### src/rtl/ttps_pkg.sv
package ttps_pkg;

	// Default table size: 2^12 slots
	localparam int TTPS_INDEX_BITS = 12;

	// Operation codes
	localparam logic [1:0] FUNC_PROBE    = 2'd0;
	localparam logic [1:0] FUNC_STORE    = 2'd1;
	localparam logic [1:0] FUNC_NEW_ITER = 2'd2;

	// Entry kinds
	localparam logic [1:0] KIND_EXACT = 2'd0;
	localparam logic [1:0] KIND_LOWER = 2'd1;
	localparam logic [1:0] KIND_UPPER = 2'd2;

	// Input beat
	typedef struct packed {
		logic [1:0]         func;
		logic [63:0]        key;
		logic signed [31:0] alpha;
		logic signed [31:0] beta;
		logic [6:0]         depth;
		logic signed [31:0] score;
		logic [1:0]         bound_kind;
		logic [15:0]        move_code;
	} item_t;

	// Result beat
	typedef struct packed {
		logic               hit;
		logic signed [31:0] found_score;
		logic [6:0]         found_depth;
		logic [1:0]         found_kind;
		logic [15:0]        found_move;
		logic               replaced;
	} result_t;

	// One table slot as held in the memory
	typedef struct packed {
		logic               valid;
		logic [63:0]        key;
		logic signed [31:0] score;
		logic [6:0]         depth;
		logic [1:0]         kind;
		logic [15:0]        move;
		logic [15:0]        age;
	} slot_t;

	// Controller to datapath commands
	typedef struct packed {
		logic clr_en;
		logic accept;
		logic eval;
	} cmd_t;

	// Datapath to controller status
	typedef struct packed {
		logic clr_last;
	} status_t;

endpackage

### src/rtl/ttps_ctrl.sv
module ttps_ctrl (
	input  logic              clk,
	input  logic              arst_n,
	input  logic              start,
	input  ttps_pkg::status_t status,
	output ttps_pkg::cmd_t    cmd,
	output logic              busy
);
	import ttps_pkg::*;

	typedef enum logic [2:0] {
		ST_CLEAR = 3'b001,
		ST_IDLE  = 3'b010,
		ST_EVAL  = 3'b100
	} state_t;

	state_t state_q;
	state_t state_nxt;

	// Sequence: clearing pass, then accept / evaluate per beat
	always_comb begin
		state_nxt = state_q;
		case (state_q)
			ST_CLEAR: begin
				if (status.clr_last) state_nxt = ST_IDLE;
			end
			ST_IDLE: begin
				if (start) state_nxt = ST_EVAL;
			end
			ST_EVAL: begin
				state_nxt = ST_IDLE;
			end
			default: begin
				state_nxt = ST_CLEAR;
			end
		endcase
	end

	always_ff @(posedge clk or negedge arst_n) begin
		if (!arst_n) begin
			state_q <= ST_CLEAR;
		end else begin
			state_q <= state_nxt;
		end
	end

	// Drive commands from the current state
	always_comb begin
		cmd.clr_en = (state_q == ST_CLEAR);
		cmd.accept = (state_q == ST_IDLE) && start;
		cmd.eval   = (state_q == ST_EVAL);
		busy       = (state_q != ST_IDLE);
	end

endmodule

### config.mk
export PLATFORM = sky130hd
export DESIGN_NAME = ttps_ctrl
export DESIGN_NICKNAME = d
export VERILOG_FILES = /design/src/rtl/ttps_pkg.sv /design/src/rtl/ttps_ctrl.sv
export SDC_FILE = /design/constraint.sdc
export NUM_CORES = 1
export LEC_CHECK = 0
export ABC_AREA = 0
export BUFFER_PORTS_ARGS = -buffer_cell sky130_fd_sc_hd__buf_2
export CORE_AREA = 2 2 39 41
export DETAILED_ROUTE_END_ITERATION = 12
export DIE_AREA = 0 0 41 43
export HOLD_SLACK_MARGIN = 0.06
export SYNTH_ARGS = -nofsm -noshare
export SYNTH_HDL_FRONTEND = slang
export SYNTH_SLANG_ARGS = --single-unit
### constraint.sdc
create_clock -name clk -period 1 [get_ports clk]
set_input_delay 0.05 -clock clk [delete_from_list [all_inputs] [get_ports clk]]
set_output_delay 0.05 -clock clk [all_outputs]
set_load 0.005 [all_outputs]
==> results of run 1 <==
[worst register-to-register path: cells and delay by family, from the launching register on]
kind             cells  cell delay (ps)
flip-flops           1              600
AND/OR/NAND/NOR      2              420
[layout make-up]
cell class              instances  area [um2]
flip-flops and latches          3       76.32
repair buffers                 13       82.58
clock buffers                   4       26.28
inverters                       2       7.507
fillers                       160        1070
multi-input cells              10       101.3
well taps                      16       20.02
[synth_stat cells]
library cell,number,share of area [%]
a21oi_1,1,3.2
dfrtp_1,2,33
dfstp_2,1,17
inv_1,2,4.9
nor2_1,2,4.9
nor3_1,1,3.2
nor3b_1,1,4.9
nor4b_1,1,5.7
nor4bb_1,1,6.5
or3_1,1,4.1
or3b_4,1,7.3
xor2_1,1,5.7
[timing repair]
action / in CTS / in global routing
setup buffers: 2 / 0
hold endpoints to repair: 3 / 0
endpoints found under the setup margin: 6 / 7
gates resized for setup: 3 / 3
hold buffers: 1 / 0
pin swaps: 3 / 0
[worst min path at each step]
| stage | slack (ps) | end | startpoint |
|---|---|---|---|
| final | 100 | state_q[2] | start |
| after global routing | 120 | state_q[2] | start |
| after CTS | 80 | state_q[2] | start |
| after detailed placement | -150 | state_q[1] | arst_n |
| after global placement | -150 | state_q[2] | arst_n |
| after floorplan | -250 | state_q[1] | arst_n |
[metal layers]
metal	vias to the layer above	share of wire (%)
met5	-	0
met4	0	6.8
met3	4	3.7
met2	6	57
met1	87	32
li1	85	-
[power by group through the flow]
| stage | Combinational (mW) | Clock, mW | Sequential, mW |
|---|---|---|---|
| 6_report | 0.368 | 0.211 | 0.249 |
| 5_1_grt | 0.404 | 0.236 | 0.257 |
| 4_1_cts | 0.351 | 0.222 | 0.231 |
| 3_5_place_dp | 0.266 | 0 | 0.241 |
| 3_3_place_gp | 0.261 | 0 | 0.243 |
| 2_1_floorplan | 0.133 | 0 | 0.235 |
[cell families (layout without fill, tap and decap cells)]
logic type | Yosys count | after routing | synth area share, %
xor gates and xnor gates | 1 | 1 | 5.692
DFF | 3 | 3 | 49.60
AOI/OAI and AO/OA | 1 | 1 | 3.249
buffers and inverters | 2 | 19 | 4.880
and+or+nand+nor | 8 | 8 | 36.59
[metrics by stage]
stage | setup slack, ps | area, um2 | power (mW) | util, % | hold slack, ps
floorplan | -66.79 | 158.9 | 0.3679 | - | -245.6
global placement | -96.33 | 236.5 | 0.5042 | 17.09 | -152.3
detailed placement | -107.2 | 236.5 | 0.5071 | 17.09 | -154.5
CTS | -285.4 | 301.5 | 0.8048 | 21.79 | 82.23
global route | -330.0 | 314.1 | 0.8973 | 22.69 | 118.0
finish | -280.9 | 314.1 | 0.8277 | 22.69 | 98.88
==> flow_metrics.py, run 1 <==
metrics = {
    "status": {
        "status": "complete, but fails checks",
        "violations": "setup timing",
    },
    "timing": {
        "setup_viol": 6,
        "slew_violations": 0,
        "final.setup_skew_ps": 3.298,
        "fin_ws_ps": -280.9,
        "fin_setup_tns_ps": -1131,
        "rsz0062_at_grt": "yes",
        "max_freq_mhz": 780.7,
        "worstMarginPinSlew_ps": 256.5,
        "hold_viol": 0,
        "period_needed_ps": 1281,
        "finalCritPeriodShare_pct": 128.1,
        "max-slew-margin-rel_pct": 82.65,
    },
    "finish": {
        "fin_cells": 48,
        "drive_gt1_share_pct": 71.88,
        "largest-register": "state_q",
        "layout_common_cells": "buf_2 (7), buf_4 (5), clkbuf_4 (3)",
        "largest_reg_flops": 3,
        "top_regs": "state_q (3)",
        "final_nets": 37,
        "antenna_cells": 0,
        "mostFrequentLayoutCell": "buf_2",
        "syn_to_final_growth_pct": 104.1,
    },
    "clock_tree": {
        "htreeDepth": 1,
        "clk_pin_slew_worst_paths_ps": 30,
        "cts_root_buf": "clkbuf_4",
        "cts.sinks": 3,
        "cts_tree": "yes",
        "clock_latency_ps": 230,
        "numCtsBuffers": 3,
        "clockBufferDepth": 2,
    },
    "floorplan": {
        "io_pins": 8,
        "initial_utilization_pct": 11.12,
        "dieArea_um2": 1763,
        "die_w_um": 41,
        "floorplan.core_area_um2": 1384,
        "die_h_um": 43,
        "rows": 14,
    },
    "critical_path": {
        "worstReg2RegEnd": "state_q[1]",
        "endpoint": "cmd[1]",
        "criticalPathCategory": "reg -> out",
        "crit_chain": "or3b_4 -> nor2_2 -> buf_2",
        "cp_num_buf_inv": 1,
        "startpoint_type": "flip-flop",
        "cp_max_fo": 3,
        "rrSetupSlack_ps": -150,
        "path_depth": 3,
        "critPathArrivalTime_ps": 1230,
        "required_ps": 950,
        "endpoint_kind": "output pin",
        "cpMaxStageDelayCell": "or3b_4",
        "slowest_delay_ps": 420,
        "crit_start": "state_q[2]",
        "reg2regPathDepth": 2,
        "critPathTopFamily": "simple AND/OR/NAND/NOR gates",
        "timing.rr.start": "state_q[0]",
    },
    "logic_synthesis": {
        "ys_ff_latch": 3,
        "synthCells": 15,
        "ys_types": 12,
        "syn_area_per_cell_um2": 10.26,
        "ys_seq_area_share_pct": 49.59,
        "yosys_warnings": 0,
        "synth_fp_nets": 19,
        "syn-cell-area_um2": 153.9,
    },
    "grt": {
        "grt_busiest_layer": "met4",
        "grt_pass1_vias": 193,
        "antenna_found_initial": 0,
        "grt_use_total_pct": 7.129,
        "grt_max_degree": 6,
        "use_met1_pct": 4.823,
        "grt_pass1_wl_um": 683,
        "grt.met2_usage_pct": 10.00,
        "grt-ovfl-total": 0,
        "grt_util_met3_pct": 3.141,
    },
    "drt": {
        "drc": 0,
        "wire_per_inst_um": 8.917,
        "vias_per_cell": 3.792,
        "first_pass_iters": 1,
        "drt_iter0_drc": 0,
        "wl_um": 428,
        "ant_nets": 0,
        "via_count": 182,
    },
    "pwr": {
        "power.density_nw_per_um2": 2635,
        "switchingPower_mw": 0.2686,
        "p_leak_nw": 0.1579,
        "peakVddDrop_v": 0.0004606,
        "p_int_mw": 0.5591,
        "power_frac_comb_pct": 44.4,
        "swShare_pct": 32.45,
        "seqPwrFrac_pct": 30.0,
        "pwr-share-clk_pct": 25.5,
    },
    "placed_design": {
        "dp_cells": 41,
        "place.port_buffers": 7,
        "gp_congestion": 0.5881,
    },
    "flow_run": {
        "max-cap-violations": 0,
    },
    "min_path": {
        "hp-class": "in -> reg",
        "worstHoldPathCells": 3,
    },
}
(Power assumes the default switching activity.)
==> run 2: changes to the inputs <==
--- a/config.mk
+++ b/config.mk
@@ -10,7 +10,9 @@
 export CORE_AREA = 2 2 39 41
 export DETAILED_ROUTE_END_ITERATION = 12
 export DIE_AREA = 0 0 41 43
+export GPL_ROUTABILITY_DRIVEN = 1
 export HOLD_SLACK_MARGIN = 0.06
+export RECOVER_POWER = 25
 export SYNTH_ARGS = -nofsm -noshare
 export SYNTH_HDL_FRONTEND = slang
 export SYNTH_SLANG_ARGS = --single-unit
==> flow_metrics.py, run 2 (synthesized netlist as in run 1, its figures left out) <==
metrics = {
    "timing": {
        "slew_violations": 0,
        "max_freq_mhz": 780.8,
        "rsz0062_at_grt": "yes",
        "fin_setup_tns_ps": -1130,
        "period_needed_ps": 1281,
        "final.setup_skew_ps": 3.298,
        "worstMarginPinSlew_ps": 256.5,
        "max-slew-margin-rel_pct": 82.65,
        "hold_viol": 0,
        "fin_ws_ps": -280.8,
        "setup_viol": 6,
        "finalCritPeriodShare_pct": 128.1,
    },
    "critical_path": {
        "critPathArrivalTime_ps": 1230,
        "reg2regPathDepth": 2,
        "required_ps": 950,
        "timing.rr.start": "state_q[0]",
        "crit_start": "state_q[2]",
        "slowest_delay_ps": 420,
        "endpoint_kind": "output pin",
        "rrSetupSlack_ps": -150,
        "cp_max_fo": 3,
        "cpMaxStageDelayCell": "or3b_4",
        "crit_chain": "or3b_4 -> nor2_2 -> buf_2",
        "startpoint_type": "flip-flop",
        "criticalPathCategory": "reg -> out",
        "worstReg2RegEnd": "state_q[1]",
    },
    "drt": {
        "first_pass_iters": 1,
        "wl_um": 426,
        "ant_nets": 0,
        "drt_iter0_drc": 0,
        "via_count": 182,
        "drc": 0,
        "vias_per_cell": 3.792,
        "wire_per_inst_um": 8.875,
    },
    "placed_design": {
        "place.port_buffers": 7,
        "dp_slack_ps": -107.2,
        "gp_congestion": 0.5881,
    },
    "status": {
        "status": "complete, but fails checks",
        "violations": "setup timing",
    },
    "pwr": {
        "power_mw": 0.8271,
        "peakVddDrop_v": 0.0004604,
        "power.density_nw_per_um2": 2644,
        "p_leak_nw": 0.1551,
    },
    "min_path": {
        "hp-class": "in -> reg",
        "hold-path-endpoint": "state_q[2]",
        "worstHoldPathCells": 3,
        "min_from": "start",
    },
    "floorplan": {
        "io_pins": 8,
        "rows": 14,
        "die_w_um": 41,
        "floorplan.core_area_um2": 1384,
        "die_h_um": 43,
        "initial_utilization_pct": 11.12,
        "dieArea_um2": 1763,
    },
    "clock_tree": {
        "numCtsBuffers": 3,
        "clk_pin_slew_worst_paths_ps": 30,
        "clock_latency_ps": 230,
        "cts.sinks": 3,
        "cts_root_buf": "clkbuf_4",
        "clockBufferDepth": 2,
        "cts_tree": "yes",
        "htreeDepth": 1,
    },
    "grt": {
        "grt_use_total_pct": 7.129,
        "grt_max_degree": 6,
        "antenna_found_initial": 0,
        "grt_pass1_vias": 193,
        "grt-ovfl-total": 0,
        "grt_pass1_wl_um": 683,
    },
    "finish": {
        "mostFrequentLayoutCell": "buf_2",
        "largest_reg_flops": 3,
        "final_nets": 37,
        "drive_gt1_share_pct": 68.75,
        "largest-register": "state_q",
        "antenna_cells": 0,
        "num-fill-cells": 161,
        "top_regs": "state_q (3)",
        "syn_to_final_growth_pct": 103.3,
        "layout_common_cells": "buf_2 (6), buf_4 (5), clkbuf_4 (3)",
    },
    "flow_run": {
        "max-cap-violations": 0,
    },
}
[run 2: cell types whose count changed in the layout (fill, tap and decap cells not counted), sizes merged]
cell    change
buf         -1
clkbuf      +1
[run 2: metal layers]
metal,vias to the layer above,track usage (%),wire length [um]
met3,4,3.141,16
li1,85,-,-
met2,6,10.00,244
met4,0,12.00,29
met5,-,0,0
met1,87,4.823,136
[run 2: repair_timing]
action                                  CTS  global route
gates resized for setup                   3             3
hold endpoints to repair                  3             0
buffers inserted                          2             0
endpoints found under the setup margin    6             7
hold buffers                              1             0
pin swaps                                 3             0
[run 2: how the worst max path moves through the flow]
stage	end	slack [ps]
4_1_cts	cmd[1]	-290
3_3_place_gp	state_q[1]	-100
5_1_grt	cmd[1]	-330
2_1_floorplan	state_q[1]	-70
3_5_place_dp	state_q[1]	-110
6_report	cmd[1]	-280
[run 2: area by class of cell]
type,instances,area [um2],share of cell area [%]
well taps,16,20.02,6.400
multi-input cells,10,101.3,32.40
clock buffers,4,26.28,8.400
inverters,2,7.507,2.400
repair buffers,13,81.33,26.00
flip-flops and latches,3,76.32,24.40
[run 2: worst max-delay path, delay by kind of cell (launching register included)]
family                 cells  cell delay, ps
buffers and inverters      1             110
and+or+nand+nor            2             510
DFF                        1             390
[run 2: stage by stage]
| stage | area, um2 | util (%) | instances | hold WS (ps) |
|---|---|---|---|---|
| 6_report | 312.8 | 22.60 | 48 | 98.93 |
| 5_1_grt | 312.8 | 22.60 | 48 | 118.0 |
| 4_1_cts | 301.5 | 21.79 | 48 | 82.23 |
| 3_5_place_dp | 236.5 | 17.09 | 41 | -154.5 |
| 3_3_place_gp | 236.5 | 17.09 | 41 | -152.3 |
| 2_1_floorplan | 158.9 | - | 15 | -245.6 |
[run 2: report_power, final]
group / internal, mW / switching (mW) / leakage, nW
Combinational: 0.228 / 0.139 / 0.103
Sequential: 0.181 / 0.0673 / 0.0371
Clock: 0.149 / 0.0618 / 0.0150
Total: 0.559 / 0.269 / 0.155
